$ cat config.mk
export PLATFORM = sky130hd
export DESIGN_NAME = branch_distance_accumulator_core
export DESIGN_NICKNAME = d
export VERILOG_FILES = /design/src/sv/bda_pkg.sv /design/src/sv/bda_fifo.sv /design/src/sv/bda_front.sv /design/src/sv/bda_back.sv /design/src/sv/branch_distance_accumulator_core.sv
export SDC_FILE = /design/constraint.sdc
export NUM_CORES = 1
export LEC_CHECK = 0
export ABC_AREA = 1
export BUFFER_PORTS_ARGS = -buffer_cell sky130_fd_sc_hd__buf_2
export CELL_PAD_IN_SITES_DETAIL_PLACEMENT = 2
export CELL_PAD_IN_SITES_GLOBAL_PLACEMENT = 2
export CORE_UTILIZATION = 35
export DETAILED_ROUTE_END_ITERATION = 12
export MAX_ROUTING_LAYER = met4
export PLACE_DENSITY = 0.89
export SLEW_MARGIN = 20
export SYNTH_ARGS = -nofsm -noshare
export SYNTH_HDL_FRONTEND = slang
export SYNTH_SLANG_ARGS = --single-unit
$ cat constraint.sdc
create_clock -name clk -period 9.8 [get_ports clk]
set_input_delay 0.49 -clock clk [delete_from_list [all_inputs] [get_ports clk]]
set_output_delay 0.49 -clock clk [all_outputs]
set_load 0.03 [all_outputs]
$ cat src/sv/bda_pkg.sv
// bda_pkg: shared types and comparison codes for the branch distance accumulator
// no dependencies

package bda_pkg;

    localparam int unsigned DataW = 64;

    typedef enum logic [3:0] {
        FN_EQ       = 4'd0,
        FN_NE       = 4'd1,
        FN_ULT      = 4'd2,
        FN_ULE      = 4'd3,
        FN_UGT      = 4'd4,
        FN_UGE      = 4'd5,
        FN_SLT      = 4'd6,
        FN_SLE      = 4'd7,
        FN_SGT      = 4'd8,
        FN_SGE      = 4'd9,
        FN_MEMCMP   = 4'd10,
        FN_MEMCMP_N = 4'd11
    } func_t;

    localparam logic [DataW-1:0] AllOnes = {DataW{1'b1}};

    // classified item handed from the front to the back
    typedef struct packed {
        logic [DataW-1:0] distance;
        logic             set_end;
    } mid_item_t;

    // finished result waiting for the consumer
    typedef struct packed {
        logic [DataW-1:0] distance;
        logic [DataW-1:0] total;
        logic             all_satisfied;
        logic             end_of_set;
    } out_item_t;

endpackage

$ cat src/sv/bda_fifo.sv
// bda_fifo: small register based queue with push/full and pop/empty
// no dependencies

module bda_fifo #(
    parameter int unsigned WIDTH = 8,
    parameter int unsigned DEPTH = 4
) (
    input  logic             clk,
    input  logic             rst_n,
    input  logic             push,
    output logic             full,
    input  logic [WIDTH-1:0] wdata,
    input  logic             pop,
    output logic             empty,
    output logic [WIDTH-1:0] rdata
);

    localparam int unsigned PtrW = (DEPTH > 1) ? $clog2(DEPTH) : 1;
    localparam int unsigned CntW = $clog2(DEPTH + 1);

    logic [WIDTH-1:0] mem_reg [DEPTH];
    logic [PtrW-1:0]  wr_ptr_reg, wr_ptr_next;
    logic [PtrW-1:0]  rd_ptr_reg, rd_ptr_next;
    logic [CntW-1:0]  count_reg, count_next;
    logic             do_push, do_pop;

    assign full    = (count_reg == CntW'(DEPTH));
    assign empty   = (count_reg == '0);
    assign do_push = push && !full;
    assign do_pop  = pop && !empty;
    assign rdata   = mem_reg[rd_ptr_reg];

    always_comb
    begin
        wr_ptr_next = wr_ptr_reg;
        rd_ptr_next = rd_ptr_reg;
        count_next  = count_reg;
        if (do_push)
        begin
            wr_ptr_next = (wr_ptr_reg == PtrW'(DEPTH - 1)) ? '0 : wr_ptr_reg + 1'b1;
        end
        if (do_pop)
        begin
            rd_ptr_next = (rd_ptr_reg == PtrW'(DEPTH - 1)) ? '0 : rd_ptr_reg + 1'b1;
        end
        if (do_push && !do_pop)
        begin
            count_next = count_reg + 1'b1;
        end
        else if (do_pop && !do_push)
        begin
            count_next = count_reg - 1'b1;
        end
    end

    always_ff @(posedge clk or negedge rst_n)
    begin
        if (!rst_n)
        begin
            wr_ptr_reg <= '0;
            rd_ptr_reg <= '0;
            count_reg  <= '0;
        end
        else
        begin
            wr_ptr_reg <= wr_ptr_next;
            rd_ptr_reg <= rd_ptr_next;
            count_reg  <= count_next;
        end
    end

    always_ff @(posedge clk)
    begin
        if (do_push)
        begin
            mem_reg[wr_ptr_reg] <= wdata;
        end
    end

endmodule

$ cat src/sv/bda_front.sv
// bda_front: classifies one constraint and works out its branch distance
// depends on bda_pkg

module bda_front
    import bda_pkg::*;
(
    input  logic [3:0]       func,
    input  logic [DataW-1:0] lhs,
    input  logic [DataW-1:0] rhs,
    input  logic             set_end,
    output mid_item_t        item
);

    logic [DataW:0]   diff_ab;
    logic [DataW-1:0] a_minus_b, b_minus_a;
    logic [DataW-1:0] a_minus_b_inc, b_minus_a_inc;
    logic             ult, eq, slt;
    logic [DataW-1:0] dist_val;

    // borrow out of a - b gives the unsigned order
    assign diff_ab   = {1'b0, lhs} - {1'b0, rhs};
    assign a_minus_b = diff_ab[DataW-1:0];
    assign b_minus_a = rhs - lhs;
    assign ult       = diff_ab[DataW];
    assign eq        = (lhs == rhs);
    assign slt       = (lhs[DataW-1] != rhs[DataW-1]) ? lhs[DataW-1] : ult;

    // strict orders add one, stopping at all ones
    assign a_minus_b_inc = (a_minus_b == AllOnes) ? AllOnes : a_minus_b + 1'b1;
    assign b_minus_a_inc = (b_minus_a == AllOnes) ? AllOnes : b_minus_a + 1'b1;

    always_comb
    begin
        case (func)
            FN_EQ:       dist_val = ult ? b_minus_a : a_minus_b;
            FN_NE:       dist_val = eq ? DataW'(1) : '0;
            FN_ULT:      dist_val = ult ? '0 : a_minus_b_inc;
            FN_ULE:      dist_val = (ult || eq) ? '0 : a_minus_b;
            FN_UGT:      dist_val = !(ult || eq) ? '0 : b_minus_a_inc;
            FN_UGE:      dist_val = !ult ? '0 : b_minus_a;
            FN_SLT:      dist_val = slt ? '0 : a_minus_b_inc;
            FN_SLE:      dist_val = (slt || eq) ? '0 : a_minus_b;
            FN_SGT:      dist_val = !(slt || eq) ? '0 : b_minus_a_inc;
            FN_SGE:      dist_val = !slt ? '0 : b_minus_a;
            FN_MEMCMP:   dist_val = lhs ^ DataW'(1);
            FN_MEMCMP_N: dist_val = lhs;
            default:     dist_val = AllOnes;
        endcase
    end

    assign item.distance = dist_val;
    assign item.set_end  = set_end;

endmodule

$ cat src/sv/bda_back.sv
// bda_back: saturating running sum over a constraint set, builds the result item
// depends on bda_pkg

module bda_back
    import bda_pkg::*;
(
    input  logic      clk,
    input  logic      rst_n,
    input  mid_item_t mid_item,
    input  logic      mid_empty,
    output logic      mid_pop,
    input  logic      out_full,
    output logic      out_push,
    output out_item_t out_item
);

    logic [DataW-1:0] running_sum_reg, running_sum_next;
    logic [DataW:0]   sum_wide;
    logic [DataW-1:0] total;
    logic             advance;

    assign advance  = !mid_empty && !out_full;
    assign mid_pop  = advance;
    assign out_push = advance;

    assign sum_wide = {1'b0, running_sum_reg} + {1'b0, mid_item.distance};
    assign total    = sum_wide[DataW] ? AllOnes : sum_wide[DataW-1:0];

    assign out_item.distance      = mid_item.distance;
    assign out_item.total         = total;
    assign out_item.all_satisfied = mid_item.set_end && (total == '0);
    assign out_item.end_of_set    = mid_item.set_end;

    always_comb
    begin
        running_sum_next = running_sum_reg;
        if (advance)
        begin
            running_sum_next = mid_item.set_end ? '0 : total;
        end
    end

    always_ff @(posedge clk or negedge rst_n)
    begin
        if (!rst_n)
        begin
            running_sum_reg <= '0;
        end
        else
        begin
            running_sum_reg <= running_sum_next;
        end
    end

endmodule

$ cat src/sv/branch_distance_accumulator_core.sv
// Branch distance accumulator. One item is one evaluated constraint (comparison code and two
// 64-bit operands); one result item comes out per item, with the constraint's distance, the
// saturating running total of its set, and on the item marking set end whether the total is
// zero, after which the total clears. Both sides behave as queues: push/full on the input,
// empty/pop on the result. One item is accepted per cycle while full is low; the front
// classifies it and works out the distance in the cycle it is accepted, the back adds it into
// the running sum as it leaves the queue between the front and the back, and the result then
// waits in the result queue for the consumer. These two queues let either side stall alone.
// Depends on bda_pkg, bda_fifo, bda_front, bda_back.

module branch_distance_accumulator_core
    import bda_pkg::*;
#(
    parameter int unsigned MID_DEPTH = 4,
    parameter int unsigned OUT_DEPTH = 2
) (
    input  logic             clk,
    input  logic             rst_n,
    input  logic             push,
    output logic             full,
    input  logic [3:0]       func,
    input  logic [DataW-1:0] lhs,
    input  logic [DataW-1:0] rhs,
    input  logic             set_end,
    output logic             empty,
    input  logic             pop,
    output logic [DataW-1:0] distance,
    output logic [DataW-1:0] total,
    output logic             all_satisfied,
    output logic             end_of_set
);

    mid_item_t front_item, mid_item;
    out_item_t back_item, head_item;
    logic      mid_empty, mid_pop;
    logic      out_full, out_push;

    bda_front u_front (
        .func    (func),
        .lhs     (lhs),
        .rhs     (rhs),
        .set_end (set_end),
        .item    (front_item)
    );

    bda_fifo #(
        .WIDTH ($bits(mid_item_t)),
        .DEPTH (MID_DEPTH)
    ) u_mid_q (
        .clk   (clk),
        .rst_n (rst_n),
        .push  (push),
        .full  (full),
        .wdata (front_item),
        .pop   (mid_pop),
        .empty (mid_empty),
        .rdata (mid_item)
    );

    bda_back u_back (
        .clk       (clk),
        .rst_n     (rst_n),
        .mid_item  (mid_item),
        .mid_empty (mid_empty),
        .mid_pop   (mid_pop),
        .out_full  (out_full),
        .out_push  (out_push),
        .out_item  (back_item)
    );

    bda_fifo #(
        .WIDTH ($bits(out_item_t)),
        .DEPTH (OUT_DEPTH)
    ) u_out_q (
        .clk   (clk),
        .rst_n (rst_n),
        .push  (out_push),
        .full  (out_full),
        .wdata (back_item),
        .pop   (pop),
        .empty (empty),
        .rdata (head_item)
    );

    assign distance      = head_item.distance;
    assign total         = head_item.total;
    assign all_satisfied = head_item.all_satisfied;
    assign end_of_set    = head_item.end_of_set;

endmodule

# Yosys cells after proc, flatten, opt, wreduce, memory -nomap -nowiden
# Memories as Yosys holds them, arrays and structs flattened.
# Cells that the tools add are included.
# word_totals
register_bits	75
latchBits	0
ram_bits	520
mem_bits_ro	0
out_inout_bits	132
n_memories	2
# op_classes
add_sub_neg	13
multipliers	0
div	0
magnitude_cmp	0
eq_ne	19
n_shift	0
mux	28
n_bitwise	1
reduce_logical	26
# mem_list
name	words	word_bits	read_ports	rd_ports_with_merged_regs	write_ports	line_no	rtl
u_mid_q.mem_reg	4	65	1	0	1	bda_fifo.sv:21	logic [WIDTH-1:0] mem_reg [DEPTH];
u_out_q.mem_reg	2	130	1	0	1	bda_fifo.sv:21	
# ops
operator	count
$mux 64	13
$pmux 64 s12	1
$add 64x1->64 const B	2
$eq 64x64->1 const B	2
$add 64x64->65	1
$sub 64x64->65	1
$eq 64x64->1	1
$logic_not 64->1	1
$sub 64x64->64	1
$eq 4x3->1 const B	4
$eq 4x4->1 const B	4
$logic_and 1x1->1	10
$eq 4x2->1 const B	2
$logic_not 1->1	8
$mux 1	8
$mux 2	4
$add 2x1->2 const B	3
$eq 2x2->1 const B	3
$mux 3	2
$eq 4x1->1 const B	1
$logic_not 4->1	1
$reduce_bool 2->1	2
$add 3x1->3 const B	1
$eq 3x3->1 const B	1
other kinds (8)	10

# Logic depth before layout (Yosys ltp)
# logic_depth
word_depth	8
depth_mapped	28

# Cells and area by module
# From an unflattened synthesis, not the netlist that was laid out.
# hier_totals
hier_cells	7477
area_unflattened_um2	49627.6
# by_module_without_submodules
mod	n_inst	cells_each	area_per_inst_um2
bda_front	1	4323	20033.0
bda_fifo (u_mid_q)	1	819	10890.4
bda_fifo (u_out_q)	1	711	9715.6
bda_back	1	1624	8988.6

# Worst setup path before layout
# OpenSTA, ideal clock, no wires.
# synth_timing
kind	reg-to-reg
start	register u_out_q.count_reg[1]
end	memory u_out_q.mem_reg[1][0] in the netlist's numbering (enable)
setup_time_ns	0.623
arrival_ns	6.448
required_ns	9.177
path_slack_ns	2.729
path_stages_with_launch	6
n_path_buf	2
synth_period_minus_slack_ns	7.071
cell_sequence	dfrtp_1 -> inv_1 -> o32ai_1 -> clkbuf_1 -> buf_1 -> nor2_1
# synth_between
elab_chain_len	6
# synth_rtl
element	line_no	rtl
start: declaration	bda_fifo.sv:24	logic [CntW-1:0] count_reg, count_next;
start signal: assignment	bda_fifo.sv:68	count_reg <= count_next;
$eq 2x2->1 *	bda_fifo.sv:27	assign full = (count_reg == CntW'(DEPTH));
$logic_not 1->1 *	bda_fifo.sv:29, bda_back.sv:22	
$logic_and 1x1->1	bda_back.sv:22	assign advance = !mid_empty && !out_full;
$logic_and 1x1->1 *	bda_fifo.sv:29	assign do_push = push && !full;
$mux 1 *	bda_fifo.sv:74	if (do_push)
$mux 1 (implied by the code) *	bda_fifo.sv:76	mem_reg[wr_ptr_reg] <= wdata;
end: declaration	bda_fifo.sv:21	
# Every way passes the cells marked *; elsewhere a longest branch is shown, timed or not.

==> out/results.tsv <==
stage	metric	value	unit
setup_path	CP max stage delay	0.80	ns
outcome	status	finished, final reports clean	
clock_tree	# H-tree levels	2	
finish	most frequent cells in the layout	2662 x nand2_1, 989 x inv_1, 635 x nor2_1	
clock_tree	Clk Latency, worst-skew pair	0.67	ns
power	internal cell power	8.30	mW
timing	skew final	0.0443	ns
detailed_routing	total number of vias	50300	
finish	register area	0.0175	mm²
clock_tree	Clock Path Buffers	3	
placement	Setup WS pre-CTS	3.47	ns
setup_path	Cell Chain, Critical Path	clkinv_2 -> buf_4 -> o21ai_0 -> o22ai_1 -> ha_1 -> nand2_1 -> nor2_1 -> nand2_1 -> nor2_1 -> a21boi_0 -> nor2_1 -> xor2_1 -> nand3_1 -> nor2_1 -> nand4_1 -> nor2_1 -> nand4_1 -> nor3_1	
yosys	FFs w/ async S/R, synth	12.6	%
yosys	Post-Syn Nets	7390	
power	Comb pwr share	60.1	%
yosys	Avg Inst Size Synth	6.75	µm²
finish	layout cells sized above 1	9.40	%
setup_path	Crit-path slowest cell	dfrtp_4	
job	MaxCap Viol Count	0	
clock_tree	total CTS buffers	54	
power	Psw	10.1	mW
detailed_routing	number of routed nets with antenna violations	0	
setup_path	critical path's top delay family	simple AND/OR/NAND/NOR gates	
placement	PortBufs	268	
timing	Worst-Margin Slew	1.28	ns
clock_tree	CTS resizes	0	
placement	final HPWL from detailed placement	216000	µm
floorplan	Die H	371	µm
hold_path	Hold WC Path Type	primary input to flop	
timing	Slew Limit Fails	0	
power	leakage power figure	25.4	nW
yosys	Mapped Area	0.0476	mm²
global_route	antenna violations before repair	3	
floorplan	Initial Util	35.5	%
clock_tree	Root Buffer	clkbuf_16	
floorplan	chip width	371	µm
yosys	number of synthesized register bits	595	
timing	RSZ-0062 raised after global routing	no	
timing	Worst Setup Slack, final	3.31	ns
timing	fin crit share	66.2	%
floorplan	num rows	134	
setup_path	CP Capture Type	flop	
clock_tree	# clock sinks	595	
timing	f_max	0.154	GHz
power	Seq pwr share	27.2	%
timing	final setup fails	0	
setup_path	most frequent CP cell	nor2_1	
yosys	share of the yosys chip area belonging to registers	36.8	%
finish	Fill cells	16400	
setup_path	CP Max Fanout	79	
power	power density over cell area	349	mW/mm²
clock_tree	clk slew on worst S/H paths	0.07	ns
yosys	Main synth FF type	edfxtp_1	
detailed_routing	DRT iter0 DRCs	3461	
setup_path	Critical Path AT	6.93	ns
finish	Multi-input gate area	0.0254	mm²
global_route	first-pass GRT wire length	372000	µm
finish	commonest non-fill, non-tap cell in the layout	nand2_1	
detailed_routing	WL final	261000	µm
floorplan	die area	0.137	mm²
yosys	Synth Instances	7049	
detailed_routing	DR WL/cell	28.8	µm
timing	max_slew headroom	13.9	%
timing	Fin. Hold Viols	0	
yosys	Post-synth EDFFs	520	
clock_tree	CTS tree	yes	
detailed_routing	drt first pass iters	5	
setup_path	CP bufs+invs	2	
detailed_routing	DR vias/cell	5.55	
global_route	GRT Residual Overflow	0	
clock_tree	Post-CTS Setup Bufs	0	
finish	area growth from synthesis to layout	10.6	%
floorplan	Core Footprint	0.134	mm²
power	worst vdd ir	0.000183	V
global_route	largest net degree at the start of global routing	80	
yosys	Synth Warn #	0	
placement	routability cong.	1.07	
yosys	Distinct cells, synth	63	
power	Clk pwr share	12.6	%
timing	fin crit period	6.49	ns
setup_path	CP startpoint kind	flop	
setup_path	Worst EP required	10.24	ns
detailed_routing	DRC viols	0	
global_route	Total GRT Usage	38.5	%
timing	setup TNS	0	ns
power	switching share of power	54.8	%
setup_path	Worst Setup Path Type	flop to flop	
floorplan	I/O pin count	269	
global_route	number of global-route vias before repair	54900	
finish	Final #Nets	7580	
final cells by class:
type | instances | area share, %
Tap cell | 1768 | 4.21
Clock inverter | 24 | 0.668
Sequential cell | 595 | 33.3
Timing Repair Buffer | 308 | 3.13
Multi-Input combinational cell | 5220 | 48.2
Clock buffer | 77 | 2.89
Antenna cell | 4 | 0.0190
Inverter | 1060 | 7.58
metrics by stage:
| step | instance area [µm²] | hold slack (ns) | utilization, % | total power [mW] | std cells |
|---|---|---|---|---|---|
| after floorplan | 47600 | 0.194 | - | 11.4 | 7049 |
| after global placement | 50700 | 0.435 | 37.8 | 15.1 | 8950 |
| after detailed placement | 50700 | 0.453 | 37.8 | 15.8 | 8950 |
| after CTS | 52600 | 0.0645 | 39.2 | 18.3 | 9052 |
| after global routing | 52600 | 0.0904 | 39.2 | 19.3 | 9055 |
| final | 52600 | 0.0968 | 39.2 | 18.3 | 9056 |
final timing paths:
kind	startpoint	to	slack (ns)	cells past startpoint
max	u_mid_q.rd_ptr_reg[0]	u_out_q.mem_reg[1][1]	3.31	18
min	set_end	u_mid_q.mem_reg[2][0]	0.1	1
max reg2reg	u_mid_q.rd_ptr_reg[0]	u_out_q.mem_reg[1][1]	3.31	18
min reg2reg	u_back.running_sum_reg[60]	u_back.running_sum_reg[60]	0.54	1
max in group asynchronous	rst_n	u_mid_q.rd_ptr_reg[0]	8.25	3
min in group asynchronous	rst_n	u_mid_q.wr_ptr_reg[1]	0.32	2
power by group through the flow:
stage                     registers (mW)  logic, mW  clock network, mW
after global placement              4.89       10.2                  0
after floorplan                     4.81       6.57                  0
after global routing                5.07       11.8               2.40
after CTS                           4.99       10.9               2.34
final                               5.00       11.0               2.32
after detailed placement            5.00       10.8                  0
per-layer routing:
layer | global-route usage [%] | part of all wire, %
met3 | 3.49 | 3.9
met1 | 43.5 | 40
met4 | 25.4 | 7.9
met5 | - | 0
met2 | 64.9 | 48
cell usage after synthesis, types with 11 or more instances:
master / instances / share of area [%]
o211ai_1: 13 / 0.21
nor2_2: 71 / 0.93
dfrtp_1: 75 / 3.9
a22o_1: 51 / 0.94
ha_1: 200 / 5.3
buf_2: 47 / 0.49
nand2_1: 2663 / 21
nand4_1: 129 / 1.7
inv_2: 60 / 0.47
edfxtp_1: 520 / 33
nand2_2: 60 / 0.79
o21ai_1: 13 / 0.14
clkbuf_1: 103 / 0.81
nor3_2: 11 / 0.23
nand3b_1: 12 / 0.19
o21bai_1: 27 / 0.43
inv_1: 991 / 7.8
a21oi_1: 252 / 2.7
nand3_1: 426 / 4.5
xor2_1: 68 / 1.3
o21ai_0: 293 / 3.1
nand3_2: 21 / 0.44
nor2_1: 642 / 5.1
a31oi_1: 12 / 0.16
o22ai_1: 68 / 0.89
nor2_4: 34 / 0.81
nor3_1: 57 / 0.60
kinds of logic (layout without fill, tap and decap cells):
family / after synthesis / after routing / synth area share (%)
buf+inv: 1234 / 1469 / 10.1
xor+xnor: 80 / 80 / 1.52
compound gates: 775 / 775 / 9.30
mux: 1 / 1 / 0.0237
fa+ha+maj: 204 / 204 / 5.43
simple gates: 4160 / 4160 / 36.9
other cells: 0 / 4 / 0
flops: 595 / 595 / 36.8
timing repair:
item | in CTS | in global routing
hold buffers | 1 | 0
hold endpoints to repair | 24 | 0
setup endpoints to repair | 0 | 0
Power figures use the tool's default switching activity.
